--- config.mk ---
export PLATFORM = sky130hd
export DESIGN_NAME = workgroup_size_fitter_core
export DESIGN_NICKNAME = d
export VERILOG_FILES = /design/src/rtl/core/wsf_pkg.sv /design/src/rtl/core/wsf_ctrl.sv /design/src/rtl/core/wsf_dp.sv /design/src/rtl/core/workgroup_size_fitter_core.sv
export VERILOG_INCLUDE_DIRS = /design/src /design/src/rtl/core
export SDC_FILE = /design/constraint.sdc
export NUM_CORES = 2
export LEC_CHECK = 0
export BUFFER_PORTS_ARGS = -buffer_cell sky130_fd_sc_hd__buf_2
export CORE_MARGIN = 4
export CORE_UTILIZATION = 55
export DETAILED_ROUTE_END_ITERATION = 10
export GPL_ROUTABILITY_DRIVEN = 0
export PLACE_DENSITY = 0.83
export SYNTH_ARGS = -nofsm -noshare
export SYNTH_HDL_FRONTEND = slang
export SYNTH_HIERARCHICAL = 1
export SYNTH_SLANG_ARGS = --single-unit
--- constraint.sdc ---
create_clock -name clk -period 15.95 [get_ports clk]
set_clock_uncertainty 0.2 [all_clocks]
set_input_delay 0.7975 -clock clk [delete_from_list [all_inputs] [get_ports clk]]
set_output_delay 0.7975 -clock clk [all_outputs]
set_load 0.02 [all_outputs]
--- src/rtl/core/workgroup_size_fitter_core_defines.svh ---
// Assertion macros shared by the workgroup size fitter RTL.
// Depends on nothing; included by the modules that carry checks.
`ifndef WORKGROUP_SIZE_FITTER_CORE_DEFINES_SVH
`define WORKGROUP_SIZE_FITTER_CORE_DEFINES_SVH

`ifndef SYNTHESIS
`define WSF_ASSERT_IMP(label, clk, rst_n, ante, cons) \
	label: assert property (@(posedge clk) disable iff (!rst_n) (ante) |-> (cons)) \
		else $error("workgroup size fitter: same-cycle check failed");
`define WSF_ASSERT_NEXT(label, clk, rst_n, ante, cons) \
	label: assert property (@(posedge clk) disable iff (!rst_n) (ante) |=> (cons)) \
		else $error("workgroup size fitter: next-cycle check failed");
`else
`define WSF_ASSERT_IMP(label, clk, rst_n, ante, cons)
`define WSF_ASSERT_NEXT(label, clk, rst_n, ante, cons)
`endif

`endif

--- src/rtl/core/wsf_pkg.sv ---
// Types, constants and register codes of the workgroup size fitter.
// No dependencies; used by wsf_ctrl, wsf_dp and workgroup_size_fitter_core.
package wsf_pkg;

	localparam int FIELD_W = 11;
	localparam int CFG_IDX_W = 3;
	localparam int CNT_W = 4;
	localparam int ROOT_W = 6;
	localparam int K_W = 7;

	// Cap on the subgroup exponent used for rounding.
	localparam logic [3:0] MAX_SUBGROUP_LOG2 = 4'd10;

	// Configuration register indexes.
	localparam logic [CFG_IDX_W-1:0] CFG_MAX_X = 3'd0;
	localparam logic [CFG_IDX_W-1:0] CFG_MAX_Y = 3'd1;
	localparam logic [CFG_IDX_W-1:0] CFG_MAX_Z = 3'd2;
	localparam logic [CFG_IDX_W-1:0] CFG_MAX_INV = 3'd3;
	localparam logic [CFG_IDX_W-1:0] CFG_SUBGROUP = 3'd4;

	localparam logic [FIELD_W-1:0] RST_MAX_X = 11'd1024;
	localparam logic [FIELD_W-1:0] RST_MAX_Y = 11'd1024;
	localparam logic [FIELD_W-1:0] RST_MAX_Z = 11'd64;
	localparam logic [FIELD_W-1:0] RST_MAX_INV = 11'd256;
	localparam logic [FIELD_W-1:0] RST_SUBGROUP = 11'd32;

	localparam logic [FIELD_W-1:0] DEFAULT_AXIS = 11'd4;

	// Last bit index of the restoring divider and of the square root.
	localparam logic [CNT_W-1:0] DIV_LAST = 4'd10;
	localparam logic [CNT_W-1:0] SQRT_LAST = 4'd5;

	typedef enum logic [3:0] {
		ST_IDLE,
		ST_MUL_XY,
		ST_MUL_XYZ,
		ST_CHECK,
		ST_DIV,
		ST_SQRT,
		ST_HALVE,
		ST_RMUL_XY,
		ST_RMUL_XYZ,
		ST_RPREP,
		ST_RAPPLY
	} state_t;

	typedef enum logic [3:0] {
		OP_NONE,
		OP_LOAD,
		OP_MUL_XY,
		OP_MUL_XYZ,
		OP_DIV_INIT,
		OP_DIV_STEP,
		OP_SQRT_STEP,
		OP_HALVE,
		OP_RPREP,
		OP_APPLY
	} dp_op_t;

	typedef struct packed {
		dp_op_t op;
		logic [CNT_W-1:0] bit_idx;
	} cmd_t;

	typedef struct packed {
		logic over;
		logic halve_go;
	} stat_t;

	typedef struct packed {
		logic [FIELD_W-1:0] max_size_x;
		logic [FIELD_W-1:0] max_size_y;
		logic [FIELD_W-1:0] max_size_z;
		logic [FIELD_W-1:0] max_invocations;
		logic [FIELD_W-1:0] sg_size;
	} cfg_t;

endpackage

--- src/rtl/core/wsf_ctrl.sv ---
// Sequencer of the workgroup size fitter: walks one request through the datapath.
// Depends on wsf_pkg and workgroup_size_fitter_core_defines.svh.
`include "workgroup_size_fitter_core_defines.svh"

module wsf_ctrl (
	input  logic clk,
	input  logic arst_n,
	input  logic start,
	output logic busy,
	input  wsf_pkg::stat_t stat,
	output wsf_pkg::cmd_t cmd
);

	wsf_pkg::state_t state_q, state_d;
	logic [wsf_pkg::CNT_W-1:0] cnt_q;

	always_ff @(posedge clk or negedge arst_n) begin
		if (!arst_n) begin
			state_q <= wsf_pkg::ST_IDLE;
			cnt_q <= '0;
		end else begin
			state_q <= state_d;
			case (state_q)
				wsf_pkg::ST_CHECK: cnt_q <= wsf_pkg::DIV_LAST;
				wsf_pkg::ST_DIV: begin
					if (cnt_q == '0) cnt_q <= wsf_pkg::SQRT_LAST;
					else cnt_q <= cnt_q - 1'b1;
				end
				wsf_pkg::ST_SQRT: cnt_q <= cnt_q - 1'b1;
				default: cnt_q <= cnt_q;
			endcase
		end
	end

	always_comb begin
		state_d = state_q;
		case (state_q)
			wsf_pkg::ST_IDLE: if (start) state_d = wsf_pkg::ST_MUL_XY;
			wsf_pkg::ST_MUL_XY: state_d = wsf_pkg::ST_MUL_XYZ;
			wsf_pkg::ST_MUL_XYZ: state_d = wsf_pkg::ST_CHECK;
			// Direct-mode and within-limit requests go straight to rounding.
			wsf_pkg::ST_CHECK: state_d = stat.over ? wsf_pkg::ST_DIV : wsf_pkg::ST_RPREP;
			wsf_pkg::ST_DIV: if (cnt_q == '0) state_d = wsf_pkg::ST_SQRT;
			wsf_pkg::ST_SQRT: if (cnt_q == '0) state_d = wsf_pkg::ST_HALVE;
			wsf_pkg::ST_HALVE: if (!stat.halve_go) state_d = wsf_pkg::ST_RMUL_XY;
			wsf_pkg::ST_RMUL_XY: state_d = wsf_pkg::ST_RMUL_XYZ;
			wsf_pkg::ST_RMUL_XYZ: state_d = wsf_pkg::ST_RPREP;
			wsf_pkg::ST_RPREP: state_d = wsf_pkg::ST_RAPPLY;
			wsf_pkg::ST_RAPPLY: state_d = wsf_pkg::ST_IDLE;
			default: state_d = wsf_pkg::ST_IDLE;
		endcase
	end

	always_comb begin
		cmd.op = wsf_pkg::OP_NONE;
		cmd.bit_idx = cnt_q;
		case (state_q)
			wsf_pkg::ST_IDLE: if (start) cmd.op = wsf_pkg::OP_LOAD;
			wsf_pkg::ST_MUL_XY, wsf_pkg::ST_RMUL_XY: cmd.op = wsf_pkg::OP_MUL_XY;
			wsf_pkg::ST_MUL_XYZ, wsf_pkg::ST_RMUL_XYZ: cmd.op = wsf_pkg::OP_MUL_XYZ;
			wsf_pkg::ST_CHECK: if (stat.over) cmd.op = wsf_pkg::OP_DIV_INIT;
			wsf_pkg::ST_DIV: cmd.op = wsf_pkg::OP_DIV_STEP;
			wsf_pkg::ST_SQRT: cmd.op = wsf_pkg::OP_SQRT_STEP;
			wsf_pkg::ST_HALVE: cmd.op = wsf_pkg::OP_HALVE;
			wsf_pkg::ST_RPREP: cmd.op = wsf_pkg::OP_RPREP;
			wsf_pkg::ST_RAPPLY: cmd.op = wsf_pkg::OP_APPLY;
			default: cmd.op = wsf_pkg::OP_NONE;
		endcase
	end

	assign busy = (state_q != wsf_pkg::ST_IDLE);

	`WSF_ASSERT_NEXT(a_start_enters_mul, clk, arst_n, start && !busy, state_q == wsf_pkg::ST_MUL_XY)
	`WSF_ASSERT_IMP(a_div_cnt_range, clk, arst_n, state_q == wsf_pkg::ST_DIV, cnt_q <= wsf_pkg::DIV_LAST)

endmodule

--- src/rtl/core/wsf_dp.sv ---
// Datapath of the workgroup size fitter: axis registers, shared multiplier,
// restoring divider, bit-serial square root and subgroup rounding.
// Depends on wsf_pkg and workgroup_size_fitter_core_defines.svh.
`include "workgroup_size_fitter_core_defines.svh"

module wsf_dp (
	input  logic clk,
	input  logic arst_n,
	input  wsf_pkg::cmd_t cmd,
	output wsf_pkg::stat_t stat,
	input  wsf_pkg::cfg_t cfg,
	input  logic action,
	input  logic [wsf_pkg::FIELD_W-1:0] req_x,
	input  logic [wsf_pkg::FIELD_W-1:0] req_y,
	input  logic [wsf_pkg::FIELD_W-1:0] req_z,
	output logic done,
	output logic [wsf_pkg::FIELD_W-1:0] local_x,
	output logic [wsf_pkg::FIELD_W-1:0] local_y,
	output logic [wsf_pkg::FIELD_W-1:0] local_z
);

	localparam int W = wsf_pkg::FIELD_W;
	localparam int KW = wsf_pkg::K_W;
	localparam int RW = 22;

	// Index of the lowest set bit; W when the value is zero.
	function automatic logic [3:0] low_bit(input logic [W-1:0] v);
		logic [3:0] n;
		n = 4'(W);
		for (int i = W - 1; i >= 0; i--) begin
			if (v[i]) n = 4'(i);
		end
		return n;
	endfunction

	// Signed division by two, truncating toward zero.
	function automatic logic signed [KW-1:0] div2(input logic signed [KW-1:0] n);
		logic signed [KW-1:0] t;
		t = n + $signed({{(KW-1){1'b0}}, n[KW-1]});
		return t >>> 1;
	endfunction

	// Signed division by three, truncating toward zero; exact for |n| <= 31.
	function automatic logic signed [KW-1:0] div3(input logic signed [KW-1:0] n);
		logic [KW-1:0] a;
		logic [10:0] m;
		logic [KW-1:0] q;
		a = n[KW-1] ? $unsigned(-n) : $unsigned(n);
		m = 11'(a) * 11'd11;
		q = KW'(m[10:5]);
		return n[KW-1] ? -$signed(q) : $signed(q);
	endfunction

	// Round v up to a multiple of 2^k (k capped at 20); saturates to the field.
	function automatic logic [W-1:0] round_up(input logic [W-1:0] v,
			input logic signed [KW-1:0] k);
		logic [4:0] kk;
		logic [RW-1:0] m;
		logic [RW-1:0] s;
		logic [RW-1:0] r;
		kk = (k > 7'sd20) ? 5'd20 : k[4:0];
		m = (RW'(1) << kk) - RW'(1);
		s = RW'(v) + m;
		r = s & ~m;
		if (k[KW-1] || k == '0) return v;
		return (r > RW'({W{1'b1}})) ? {W{1'b1}} : r[W-1:0];
	endfunction

	logic [W-1:0] x_q, y_q, z_q;
	logic act_q;
	logic [2*W-1:0] xy_q;
	logic [3*W-1:0] prod_q;
	logic [W-1:0] rem_q, quo_q;
	logic [wsf_pkg::ROOT_W-1:0] root_q;
	logic signed [KW-1:0] kx_q, ky_q, kz_q;
	logic [W-1:0] local_x_q, local_y_q, local_z_q;
	logic done_q;

	// Load stage: fit-mode default and per-axis clamp.
	logic zero_req;
	logic [W-1:0] fx, fy, fz, lx, ly, lz;
	always_comb begin
		zero_req = (req_x == '0) && (req_y == '0) && (req_z == '0);
		fx = (!action && zero_req) ? wsf_pkg::DEFAULT_AXIS : req_x;
		fy = (!action && zero_req) ? wsf_pkg::DEFAULT_AXIS : req_y;
		fz = (!action && zero_req) ? wsf_pkg::DEFAULT_AXIS : req_z;
		lx = (!action && fx > cfg.max_size_x) ? cfg.max_size_x : fx;
		ly = (!action && fy > cfg.max_size_y) ? cfg.max_size_y : fy;
		lz = (!action && fz > cfg.max_size_z) ? cfg.max_size_z : fz;
	end

	// Shared x*y product, used by the product pass and by the halving loop.
	logic [2*W-1:0] xy_c;
	assign xy_c = (2*W)'(x_q) * (2*W)'(y_q);

	// Divider and square root steps.
	logic [W:0] rem_sh;
	logic [wsf_pkg::ROOT_W-1:0] trial, lim;
	logic [2*wsf_pkg::ROOT_W-1:0] trial_sq;
	always_comb begin
		rem_sh = {rem_q, cfg.max_invocations[cmd.bit_idx]};
		trial = root_q | (wsf_pkg::ROOT_W'(1) << cmd.bit_idx[2:0]);
		trial_sq = (2*wsf_pkg::ROOT_W)'(trial) * (2*wsf_pkg::ROOT_W)'(trial);
		lim = (root_q == '0) ? wsf_pkg::ROOT_W'(1) : root_q;
	end

	assign stat.over = !act_q && (prod_q > (3*W)'(cfg.max_invocations));
	assign stat.halve_go = (xy_c >= (2*W)'(lim)) && !(x_q == W'(1) && y_q == W'(1));

	// Rounding preparation: exponents to add on each axis.
	logic [3:0] nfull, tn, tx, ty, tz;
	logic sg_zero, skip;
	logic [W-1:0] low_mask;
	logic [5:0] tsum;
	logic signed [KW-1:0] need, h2, third, half, kx, ky, kz;
	always_comb begin
		nfull = '0;
		for (int i = 0; i < W; i++) begin
			if (cfg.sg_size[i]) nfull = 4'(i);
		end
		sg_zero = (cfg.sg_size == '0);
		low_mask = (W'(1) << nfull) - W'(1);
		skip = sg_zero || ((prod_q[W-1:0] & low_mask) == '0);
		tn = (nfull < wsf_pkg::MAX_SUBGROUP_LOG2) ? nfull : wsf_pkg::MAX_SUBGROUP_LOG2;
		tx = low_bit(x_q);
		ty = low_bit(y_q);
		tz = low_bit(z_q);
		tsum = 6'(tx) + 6'(ty) + 6'(tz);
		need = $signed(KW'(tn)) - $signed(KW'(tsum));
		h2 = div2(need);
		third = div3(need);
		half = div2(need - third);
		kx = '0;
		ky = '0;
		kz = '0;
		if (z_q == W'(1)) begin
			if (y_q == W'(1)) begin
				kx = $signed(KW'(tn));
			end else if (x_q == W'(1)) begin
				ky = $signed(KW'(tn));
			end else begin
				ky = $signed(KW'(ty)) + h2;
				kx = $signed(KW'(tx)) + need - h2;
			end
		end else if (y_q == W'(1)) begin
			if (x_q == W'(1)) begin
				kz = $signed(KW'(tn));
			end else begin
				kz = $signed(KW'(tz)) + h2;
				kx = $signed(KW'(tx)) + need - h2;
			end
		end else if (x_q == W'(1)) begin
			kz = $signed(KW'(tz)) + h2;
			ky = $signed(KW'(ty)) + need - h2;
		end else begin
			kz = $signed(KW'(tz)) + third;
			ky = $signed(KW'(ty)) + half;
			kx = $signed(KW'(tx)) + need - half;
		end
		// A product that is already a multiple leaves every axis as it is.
		if (skip) begin
			kx = '0;
			ky = '0;
			kz = '0;
		end
	end

	always_ff @(posedge clk) begin
		case (cmd.op)
			wsf_pkg::OP_LOAD: begin
				x_q <= lx;
				y_q <= ly;
				z_q <= lz;
				act_q <= action;
			end
			wsf_pkg::OP_MUL_XY: xy_q <= xy_c;
			wsf_pkg::OP_MUL_XYZ: prod_q <= (3*W)'(xy_q) * (3*W)'(z_q);
			wsf_pkg::OP_DIV_INIT: begin
				rem_q <= '0;
				quo_q <= '0;
				root_q <= '0;
			end
			wsf_pkg::OP_DIV_STEP: begin
				if (rem_sh >= {1'b0, z_q}) begin
					rem_q <= W'(rem_sh - {1'b0, z_q});
					quo_q[cmd.bit_idx] <= 1'b1;
				end else begin
					rem_q <= rem_sh[W-1:0];
				end
			end
			wsf_pkg::OP_SQRT_STEP: begin
				if (trial_sq <= (2*wsf_pkg::ROOT_W)'(quo_q)) root_q <= trial;
			end
			wsf_pkg::OP_HALVE: begin
				if (stat.halve_go) begin
					x_q <= (x_q[W-1:1] == '0) ? W'(1) : {1'b0, x_q[W-1:1]};
					y_q <= (y_q[W-1:1] == '0) ? W'(1) : {1'b0, y_q[W-1:1]};
				end
			end
			wsf_pkg::OP_RPREP: begin
				kx_q <= kx;
				ky_q <= ky;
				kz_q <= kz;
			end
			wsf_pkg::OP_APPLY: begin
				local_x_q <= round_up(x_q, kx_q);
				local_y_q <= round_up(y_q, ky_q);
				local_z_q <= round_up(z_q, kz_q);
			end
			default: ;
		endcase
	end

	always_ff @(posedge clk or negedge arst_n) begin
		if (!arst_n) begin
			done_q <= 1'b0;
		end else begin
			done_q <= (cmd.op == wsf_pkg::OP_APPLY);
		end
	end

	assign done = done_q;
	assign local_x = local_x_q;
	assign local_y = local_y_q;
	assign local_z = local_z_q;

	`WSF_ASSERT_NEXT(a_done_single, clk, arst_n, done_q, !done_q)
	`WSF_ASSERT_NEXT(a_halve_keeps_nonzero, clk, arst_n, cmd.op == wsf_pkg::OP_HALVE, (x_q != '0) && (y_q != '0))

endmodule

--- src/rtl/core/workgroup_size_fitter_core.sv ---
// Top level of the workgroup size fitter: configuration registers, sequencer
// and datapath. Depends on wsf_pkg, wsf_ctrl and wsf_dp.
//
// Usage:
// A request (action, req_x, req_y, req_z) is taken at a rising edge where start
// is high and busy is low. The chosen size appears on local_x/y/z as done
// goes high for exactly one cycle; the receiver has no way to hold it off, and
// a new request may be started in the same cycle that done is shown.
// A request that needs no shrinking (direct mode, or within the invocation limit)
// passes through the product, check, rounding and apply states. Otherwise a
// restoring division, a square root, the halving steps and a recompute of the
// product come between the check and the rounding. The shared multiplier and
// the one-bit-per-cycle divider make these steps sequential; one request is in
// flight at a time.
// Configuration is written through cfg_valid/cfg_index/cfg_data, always ready;
// writes are meant to happen while busy is low and no result is pending.
// Indexes beyond the register list are ignored.
// After reset the registers hold 1024, 1024, 64, 256 and 32 and the block is
// idle with done low.
module workgroup_size_fitter_core (
	input  logic clk,
	input  logic arst_n,
	input  logic start,
	output logic busy,
	input  logic action,
	input  logic [wsf_pkg::FIELD_W-1:0] req_x,
	input  logic [wsf_pkg::FIELD_W-1:0] req_y,
	input  logic [wsf_pkg::FIELD_W-1:0] req_z,
	output logic done,
	output logic [wsf_pkg::FIELD_W-1:0] local_x,
	output logic [wsf_pkg::FIELD_W-1:0] local_y,
	output logic [wsf_pkg::FIELD_W-1:0] local_z,
	input  logic cfg_valid,
	output logic cfg_ready,
	input  logic [wsf_pkg::CFG_IDX_W-1:0] cfg_index,
	input  logic [wsf_pkg::FIELD_W-1:0] cfg_data
);

	wsf_pkg::cfg_t cfg_q;
	wsf_pkg::cmd_t cmd;
	wsf_pkg::stat_t stat;

	assign cfg_ready = 1'b1;

	always_ff @(posedge clk or negedge arst_n) begin
		if (!arst_n) begin
			cfg_q.max_size_x <= wsf_pkg::RST_MAX_X;
			cfg_q.max_size_y <= wsf_pkg::RST_MAX_Y;
			cfg_q.max_size_z <= wsf_pkg::RST_MAX_Z;
			cfg_q.max_invocations <= wsf_pkg::RST_MAX_INV;
			cfg_q.sg_size <= wsf_pkg::RST_SUBGROUP;
		end else if (cfg_valid && cfg_ready) begin
			case (cfg_index)
				wsf_pkg::CFG_MAX_X: cfg_q.max_size_x <= cfg_data;
				wsf_pkg::CFG_MAX_Y: cfg_q.max_size_y <= cfg_data;
				wsf_pkg::CFG_MAX_Z: cfg_q.max_size_z <= cfg_data;
				wsf_pkg::CFG_MAX_INV: cfg_q.max_invocations <= cfg_data;
				wsf_pkg::CFG_SUBGROUP: cfg_q.sg_size <= cfg_data;
				default: ;
			endcase
		end
	end

	wsf_ctrl u_ctrl (
		.clk(clk),
		.arst_n(arst_n),
		.start(start),
		.busy(busy),
		.stat(stat),
		.cmd(cmd)
	);

	wsf_dp u_dp (
		.clk(clk),
		.arst_n(arst_n),
		.cmd(cmd),
		.stat(stat),
		.cfg(cfg_q),
		.action(action),
		.req_x(req_x),
		.req_y(req_y),
		.req_z(req_z),
		.done(done),
		.local_x(local_x),
		.local_y(local_y),
		.local_z(local_z)
	);

endmodule
# [Word-level counts from Yosys, hierarchy flattened]
# Cells that the tools add are included.
[op_classes] add_sub_neg=26 n_mul=4 magnitude_cmp=16 n_eq_ne=33 shifts=5 mux=111 n_bitwise=9 reduce_logical=48
[ops] operator="$mux W11" count=19
[ops] operator="$mux W4" count=40
[ops] operator="$mux W7" count=15
[ops] operator="$pmux W11 S2" count=4
[ops] operator="$add A11 B22 Y22" count=3
[ops] operator="$and A22 B22 Y22" count=3
[ops] operator="$gt A22 B11 Y1 const B" count=3
[ops] operator="$not A22 Y22" count=3
[ops] operator="$shl A1 B5 Y22 const A" count=3
[ops] operator="$sub A22 B2 Y22 const B" count=3
[ops] operator="$logic_not A11 Y1" count=5
[ops] operator="$pmux W4 S10" count=1
[ops] operator="$pmux W4 S9" count=1
[ops] operator="$eq A11 B1 Y1 const B" count=3
[ops] operator="$gt A11 B11 Y1" count=3
[ops] operator="$gt A33 B11 Y1" count=1
[ops] operator="$mul A22 B11 Y33" count=1
[ops] operator="$eq A4 B3 Y1 const B" count=8
[ops] operator="$ge A22 B6 Y1" count=1
[ops] operator="$mul A11 B11 Y22" count=1
[ops] operator="$add A5 B6 Y7" count=3
[ops] operator="$add A5 B7 Y7" count=3
[ops] operator="$gt A7 B6 Y1 const B" count=3
[ops] operator="$logic_not A7 Y1" count=3
[ops] operator="other kinds (54)" count=119
[totals] regBits=235 in_bits=52 output_inout_bits=36 word_cells=275

# [Longest topological paths before layout]
[depth] ltp_word=25 ltp_mapped=53 mapped_depth_nobuf=53

# [By module]
# Netlist, hierarchy kept.
[modules_own_cells] mod="wsf_dp" n_inst=1 cells_each=3195 area_per_inst_um2=27792.9 seq_area_each_um2=5159.9
[modules_own_cells] mod="workgroup_size_fitter_core" n_inst=1 cells_each=122 area_per_inst_um2=2113.3 seq_area_each_um2=1382.6
[modules_own_cells] mod="wsf_ctrl" n_inst=1 cells_each=72 area_per_inst_um2=596.8 seq_area_each_um2=200.2

# [Least setup slack after synthesis]
# No wires, ideal clock.
[synth_timing] path_type="register to register" startpoint="register u_dp.y_q[0]" endpoint="register u_dp.kx_q[6], data pin" setup_ns=0.262 arrival_ns=10.243 required_ns=15.488 slack_ns=5.245 stages_incl_launch_ff=46 synth_period_minus_slack_ns=10.705 path_cell_list="edfxtp_1 clkbuf_1 or2_2 nor4_1 inv_1 fa_1 inv_1 fa_1 inv_1 ha_1 a211oi_2 o21ai_0 clkbuf_1 a31oi_1 xor2_1 inv_1 ha_1 inv_1 [10 not listed] a221oi_1 ha_1 a31oi_1 o21ai_4 xnor2_2 nor2_1 ha_1 xnor2_1 inv_1 fa_1 a21o_1 a21oi_1 o21bai_1 a21oi_1 xnor2_1 xnor2_1 xnor2_1 o22ai_1"
[synth_via] elab_chain_cells=15 word_cells_on_any_way=21 classes_between="11 x add/sub; 1 x mul; 1 x eq/ne; 8 x mux"
[synth_lines] element="start: declaration" line="wsf_dp.sv:69" text="logic [W-1:0] x_q, y_q, z_q;"
[synth_lines] element="start signal: assignment" line="wsf_dp.sv:172" text="y_q <= ly;"
[synth_lines] element="start signal: assignment" line="wsf_dp.sv:197" text="y_q <= (y_q[W-1:1] == '0) ? W'(1) : {1'b0, y_q[W-1:1]};"
[synth_lines] element="$mux W4" line="wsf_dp.sv:31" text="if (v[i]) n = 4'(i);"
[synth_lines] element="$add A4 B4 Y5" line="wsf_dp.sv:128" text="tsum = 6'(tx) + 6'(ty) + 6'(tz);"
[synth_lines] element="$add A6 B4 Y6" line="wsf_dp.sv:128"
[synth_lines] element="$sub A4 B6 Y7" line="wsf_dp.sv:129" text="need = $signed(KW'(tn)) - $signed(KW'(tsum));"
[synth_lines] element="$neg A7 Y7" line="wsf_dp.sv:48" text="a = n[KW-1] ? $unsigned(-n) : $unsigned(n);"
[synth_lines] element="$mux W7" line="wsf_dp.sv:48"
[synth_lines] element="$mul A7 B4 Y11" line="wsf_dp.sv:49" text="m = 11'(a) * 11'd11;"
[synth_lines] element="$neg A6 Y7" line="wsf_dp.sv:51" text="return n[KW-1] ? -$signed(q) : $signed(q);"
[synth_lines] element="$mux W7" line="wsf_dp.sv:51"
[synth_lines] element="$sub A7 B7 Y7" line="wsf_dp.sv:132" text="half = div2(need - third);"
[synth_lines] element="$add A7 B2 Y7" line="wsf_dp.sv:39" text="t = n + $signed({{(KW-1){1'b0}}, n[KW-1]});"
[synth_lines] element="$sub A7 B6 Y7" line="wsf_dp.sv:158" text="kx = $signed(KW'(tx)) + need - half;"
[synth_lines] element="$mux W7" line="wsf_dp.sv:152" text="end else if (x_q == W'(1)) begin"
[synth_lines] element="$mux W7" line="wsf_dp.sv:145" text="end else if (y_q == W'(1)) begin"
[synth_lines] element="$mux W7 (*)" line="wsf_dp.sv:136" text="if (z_q == W'(1)) begin"
[synth_lines] element="end signal: assignment" line="wsf_dp.sv:201" text="kx_q <= kx;"
[synth_lines] element="end: declaration" line="wsf_dp.sv:75" text="logic signed [KW-1:0] kx_q, ky_q, kz_q;"
# Every way passes the cells marked *; elsewhere a longest branch is shown, timed or not.
# A chain may end at the register's enable or synchronous reset.

# [Worst setup path in the final report]
[layout_timing] startpoint="register u_dp.z_q[10]" endpoint="register u_dp.kx_q[6], data pin"
[layout_via] elab_chain_cells=24 word_cells_on_any_way=30 classes_between="10 x add/sub; 1 x mul; 1 x eq/ne; 18 x mux"
[layout_lines] element="start: declaration" line="wsf_dp.sv:69"
[layout_lines] element="start signal: assignment" line="wsf_dp.sv:173" text="z_q <= lz;"
[layout_lines] element="$mux W1" line="wsf_dp.sv:31"
[layout_lines] element="$mux W2 (2 in series)" line="wsf_dp.sv:31"
[layout_lines] element="$mux W4 (8 in series)" line="wsf_dp.sv:31"
[layout_lines] element="$add A6 B4 Y6" line="wsf_dp.sv:128"
[layout_lines] element="$sub A4 B6 Y7" line="wsf_dp.sv:129"
[layout_lines] element="$neg A7 Y7" line="wsf_dp.sv:48"
[layout_lines] element="$mux W7" line="wsf_dp.sv:48"
[layout_lines] element="$mul A7 B4 Y11" line="wsf_dp.sv:49"
[layout_lines] element="$neg A6 Y7" line="wsf_dp.sv:51"
[layout_lines] element="$mux W7" line="wsf_dp.sv:51"
[layout_lines] element="$sub A7 B7 Y7" line="wsf_dp.sv:132"
[layout_lines] element="$add A7 B2 Y7" line="wsf_dp.sv:39"
[layout_lines] element="$sub A7 B6 Y7" line="wsf_dp.sv:158"
[layout_lines] element="$mux W7" line="wsf_dp.sv:152"
[layout_lines] element="$mux W7" line="wsf_dp.sv:145"
[layout_lines] element="$mux W7 (*)" line="wsf_dp.sv:136"
# Marks and branches as above.

==> metrics.cfg <==
[cells_and_area]
layout-drive-gt1-share_pct = 8.31
nets = 4037
postLayoutCoreUtil_pct = 59.0
postLayoutCellArea_sq_um = 32400
layout_commonest_cell = inv_1
final_cell_mix = inv_1 (465), nand2_1 (335), ha_1 (322)
areaGrowthSynthToFinish_pct = 6.32

[clock_tree]
clockRootBuffer = clkbuf_16
cts_made_buffers = 30
cts_tree = done
post_cts_resized = 0
cts_hold_buf = 0
insertion_delay_ns = 0.61
clkTransAtPathRegs_ns = 0.06
cts_htree_levels = 1
clockBufferDepth = 3
clock-sinks = 235
cts_setup_buffers = 0

[global_route]
grt_pass1_wl_um = 129000
grt_pass1_vias = 24500
antenna_found_initial = 1
grtUsageMet3_pct = 5.25
grtUsageTotal_pct = 26.7
grt_overflow_total = 0
met1_usage_pct = 35.7
top_usage_layer = met2
use_met2_pct = 43.0
grt_max_degree = 65

[worst_setup_path]
critical_path_required_ns = 16.06
crit_arrival_ns = 12.59
slowest_stage = edfxtp_1
crit_family = adder cells
worstSetupStartpointType = flip-flop
worst-setup-path-type = flip-flop to flip-flop
path_buf_inv = 7
slowest_delay_ns = 1.00
worstSetupEndpointType = flip-flop
crit_top_cell = inv_1
worst-path-max-fanout = 27

[die]
fp.dieW_um = 244
core_area_sq_um = 55000
io_pins = 88
start_util_pct = 55.5
rows = 86
dieArea_sq_um = 59300
die_h_um = 244

[sta]
fmaxAchievable_mhz = 80.1
finalHoldViolations = 0
tightest_slew_ns = 1.20
period_minus_slack_ns = 12.48
maxSlewViolCount = 0
max_slew_margin_pct = 19.7
rsz0062_at_grt = no
period_share_pct = 78.2
fin_setup_tns_ns = 0
setup_violations = 0

[status]
status = complete, no violations

[route]
drt_wl_total_um = 79900
vias = 24700
route.detailed.drc = 0
antenna_left = 0
dr.pass1.iters = 6
drt-vias-per-instance = 5.95
avgRoutedWirePerCell_um = 19.3
drt_iter0_drc = 2293

[place]
placed_area_sq_um = 31400
hpwl_um = 61100
port_buffers = 86

[logic_synthesis]
syn_area_sq_um = 30500
synth-main-ff-cell = edfxtp_1
yosys_warnings = 6
ys_ff_latch = 235
synth_fp_nets = 4057
avgSynthCellArea_sq_um = 9.00
syn_inst = 3389
synth_edf_count = 171
async_flop_share_pct = 27.2
ys_types = 91
yosysSeqAreaShare_pct = 22.1

[hold_path]
min_path_type = input port to async pin

[run]
max_cap_violations = 0

-- metal layers --
layer,vias to the layer above,routed length (um)
li1,11300,-
met2,1260,36400
met1,11900,32000
met3,250,7680
met5,-,0
met4,0,3740
-- logic make-up (layout without fill, tap and decap cells) --
logic type / count (synthesis) / count (layout) / synth area share (%)
AND/OR/NAND/NOR: 1058 / 1058 / 16.9
buffers and inverters: 629 / 633 / 7.88
adder cells (fa/ha/maj): 617 / 617 / 32.5
AO/OA/AOI/OAI: 596 / 596 / 12.4
flip-flops: 235 / 235 / 22.1
XOR/XNOR: 160 / 160 / 4.73
multiplexers: 93 / 93 / 3.41
other: 1 / 3 / 0.0123
-- registers in the layout, summed over array words and instances (netlist names) --
name and flops:
u_dp/y_q 11, u_ctrl/cnt_q 4, cfg_q 55, u_dp/root_q 6
u_dp/local_z 11, u_dp/prod_q 33, u_dp/kx_q 7, u_dp/done 1
u_dp/ky_q 7, u_ctrl/state_q 4, u_dp/xy_q 22, u_dp/local_y 11
u_dp/quo_q 11, u_dp/rem_q 11, u_dp/local_x 11, u_dp/act_q 1
u_dp/z_q 11, u_dp/x_q 11, u_dp/kz_q 7
-- per-stage QoR --
| step | hold WS, ns | worst slack [ns] | instances |
|---|---|---|---|
| 3_5_place_dp | 0.295 | 3.68 | 4085 |
| 4_1_cts | 0.192 | 3.59 | 4141 |
| 5_1_grt | 0.258 | 2.56 | 4141 |
| 6_report | 0.184 | 3.47 | 4143 |
| 3_3_place_gp | 0.291 | 4.04 | 4085 |
| 2_1_floorplan | 0.281 | 5.24 | 3389 |
-- final timing paths --
kind / endpoint / slack [ns] / startpoint / cells after the start
worst max-delay path: u_dp/kx_q[6]$_SDFFCE_PP0N_ / 3.47 / u_dp/z_q[10]$_DFFE_PP_ / 48
min in group clk: cfg_q[42]$_DFFE_PN0P_ / 0.31 / cfg_q[42]$_DFFE_PN0P_ / 1
max in group asynchronous: cfg_q[3]$_DFFE_PN0P_ / 14.80 / arst_n / 2
worst max register to register: u_dp/kx_q[6]$_SDFFCE_PP0N_ / 3.47 / u_dp/z_q[10]$_DFFE_PP_ / 48
worst min register to register: cfg_q[42]$_DFFE_PN0P_ / 0.31 / cfg_q[42]$_DFFE_PN0P_ / 1
worst min-delay path: cfg_q[0]$_DFFE_PN0P_ / 0.18 / arst_n / 2
-- cell usage after synthesis, drive strengths merged, types with 12 or more instances --
cell type / instances / area [sq um]
nor2: 249 / 935
o31ai: 17 / 128
dfrtp: 59 / 1480
o22a: 12 / 105
mux2i: 24 / 240
or2: 14 / 87.6
and2: 172 / 1080
a21oi: 198 / 995
o21bai: 17 / 128
a31oi: 22 / 138
nor3: 44 / 220
a21o: 73 / 548
nand3: 41 / 205
edfxtp: 171 / 5130
nand2b: 44 / 275
nor4: 28 / 175
or3: 14 / 87.6
inv: 466 / 1750
xor2: 56 / 490
o21ai: 118 / 602
clkbuf: 151 / 568
buf: 12 / 86.3
xnor2: 103 / 928
mux2: 67 / 754
nand4: 16 / 100
a211oi: 14 / 110
nand2: 335 / 1260
nor2b: 55 / 352
ha: 322 / 4030
fa: 294 / 5890
o21a: 40 / 300
-- cell type report --
class,count,area [sq um]
tap,748,936
antenna,2,5.00
inverter,466,1750
clock buffer,40,818
timing repair buffer,111,618
clock inverter,16,160
fill,4533,22600
sequential,235,6740
multi-input combinational,2525,21400
Power is not shown: default switching activity piles up to over one toggle a cycle in this logic, so the estimate is an artifact.
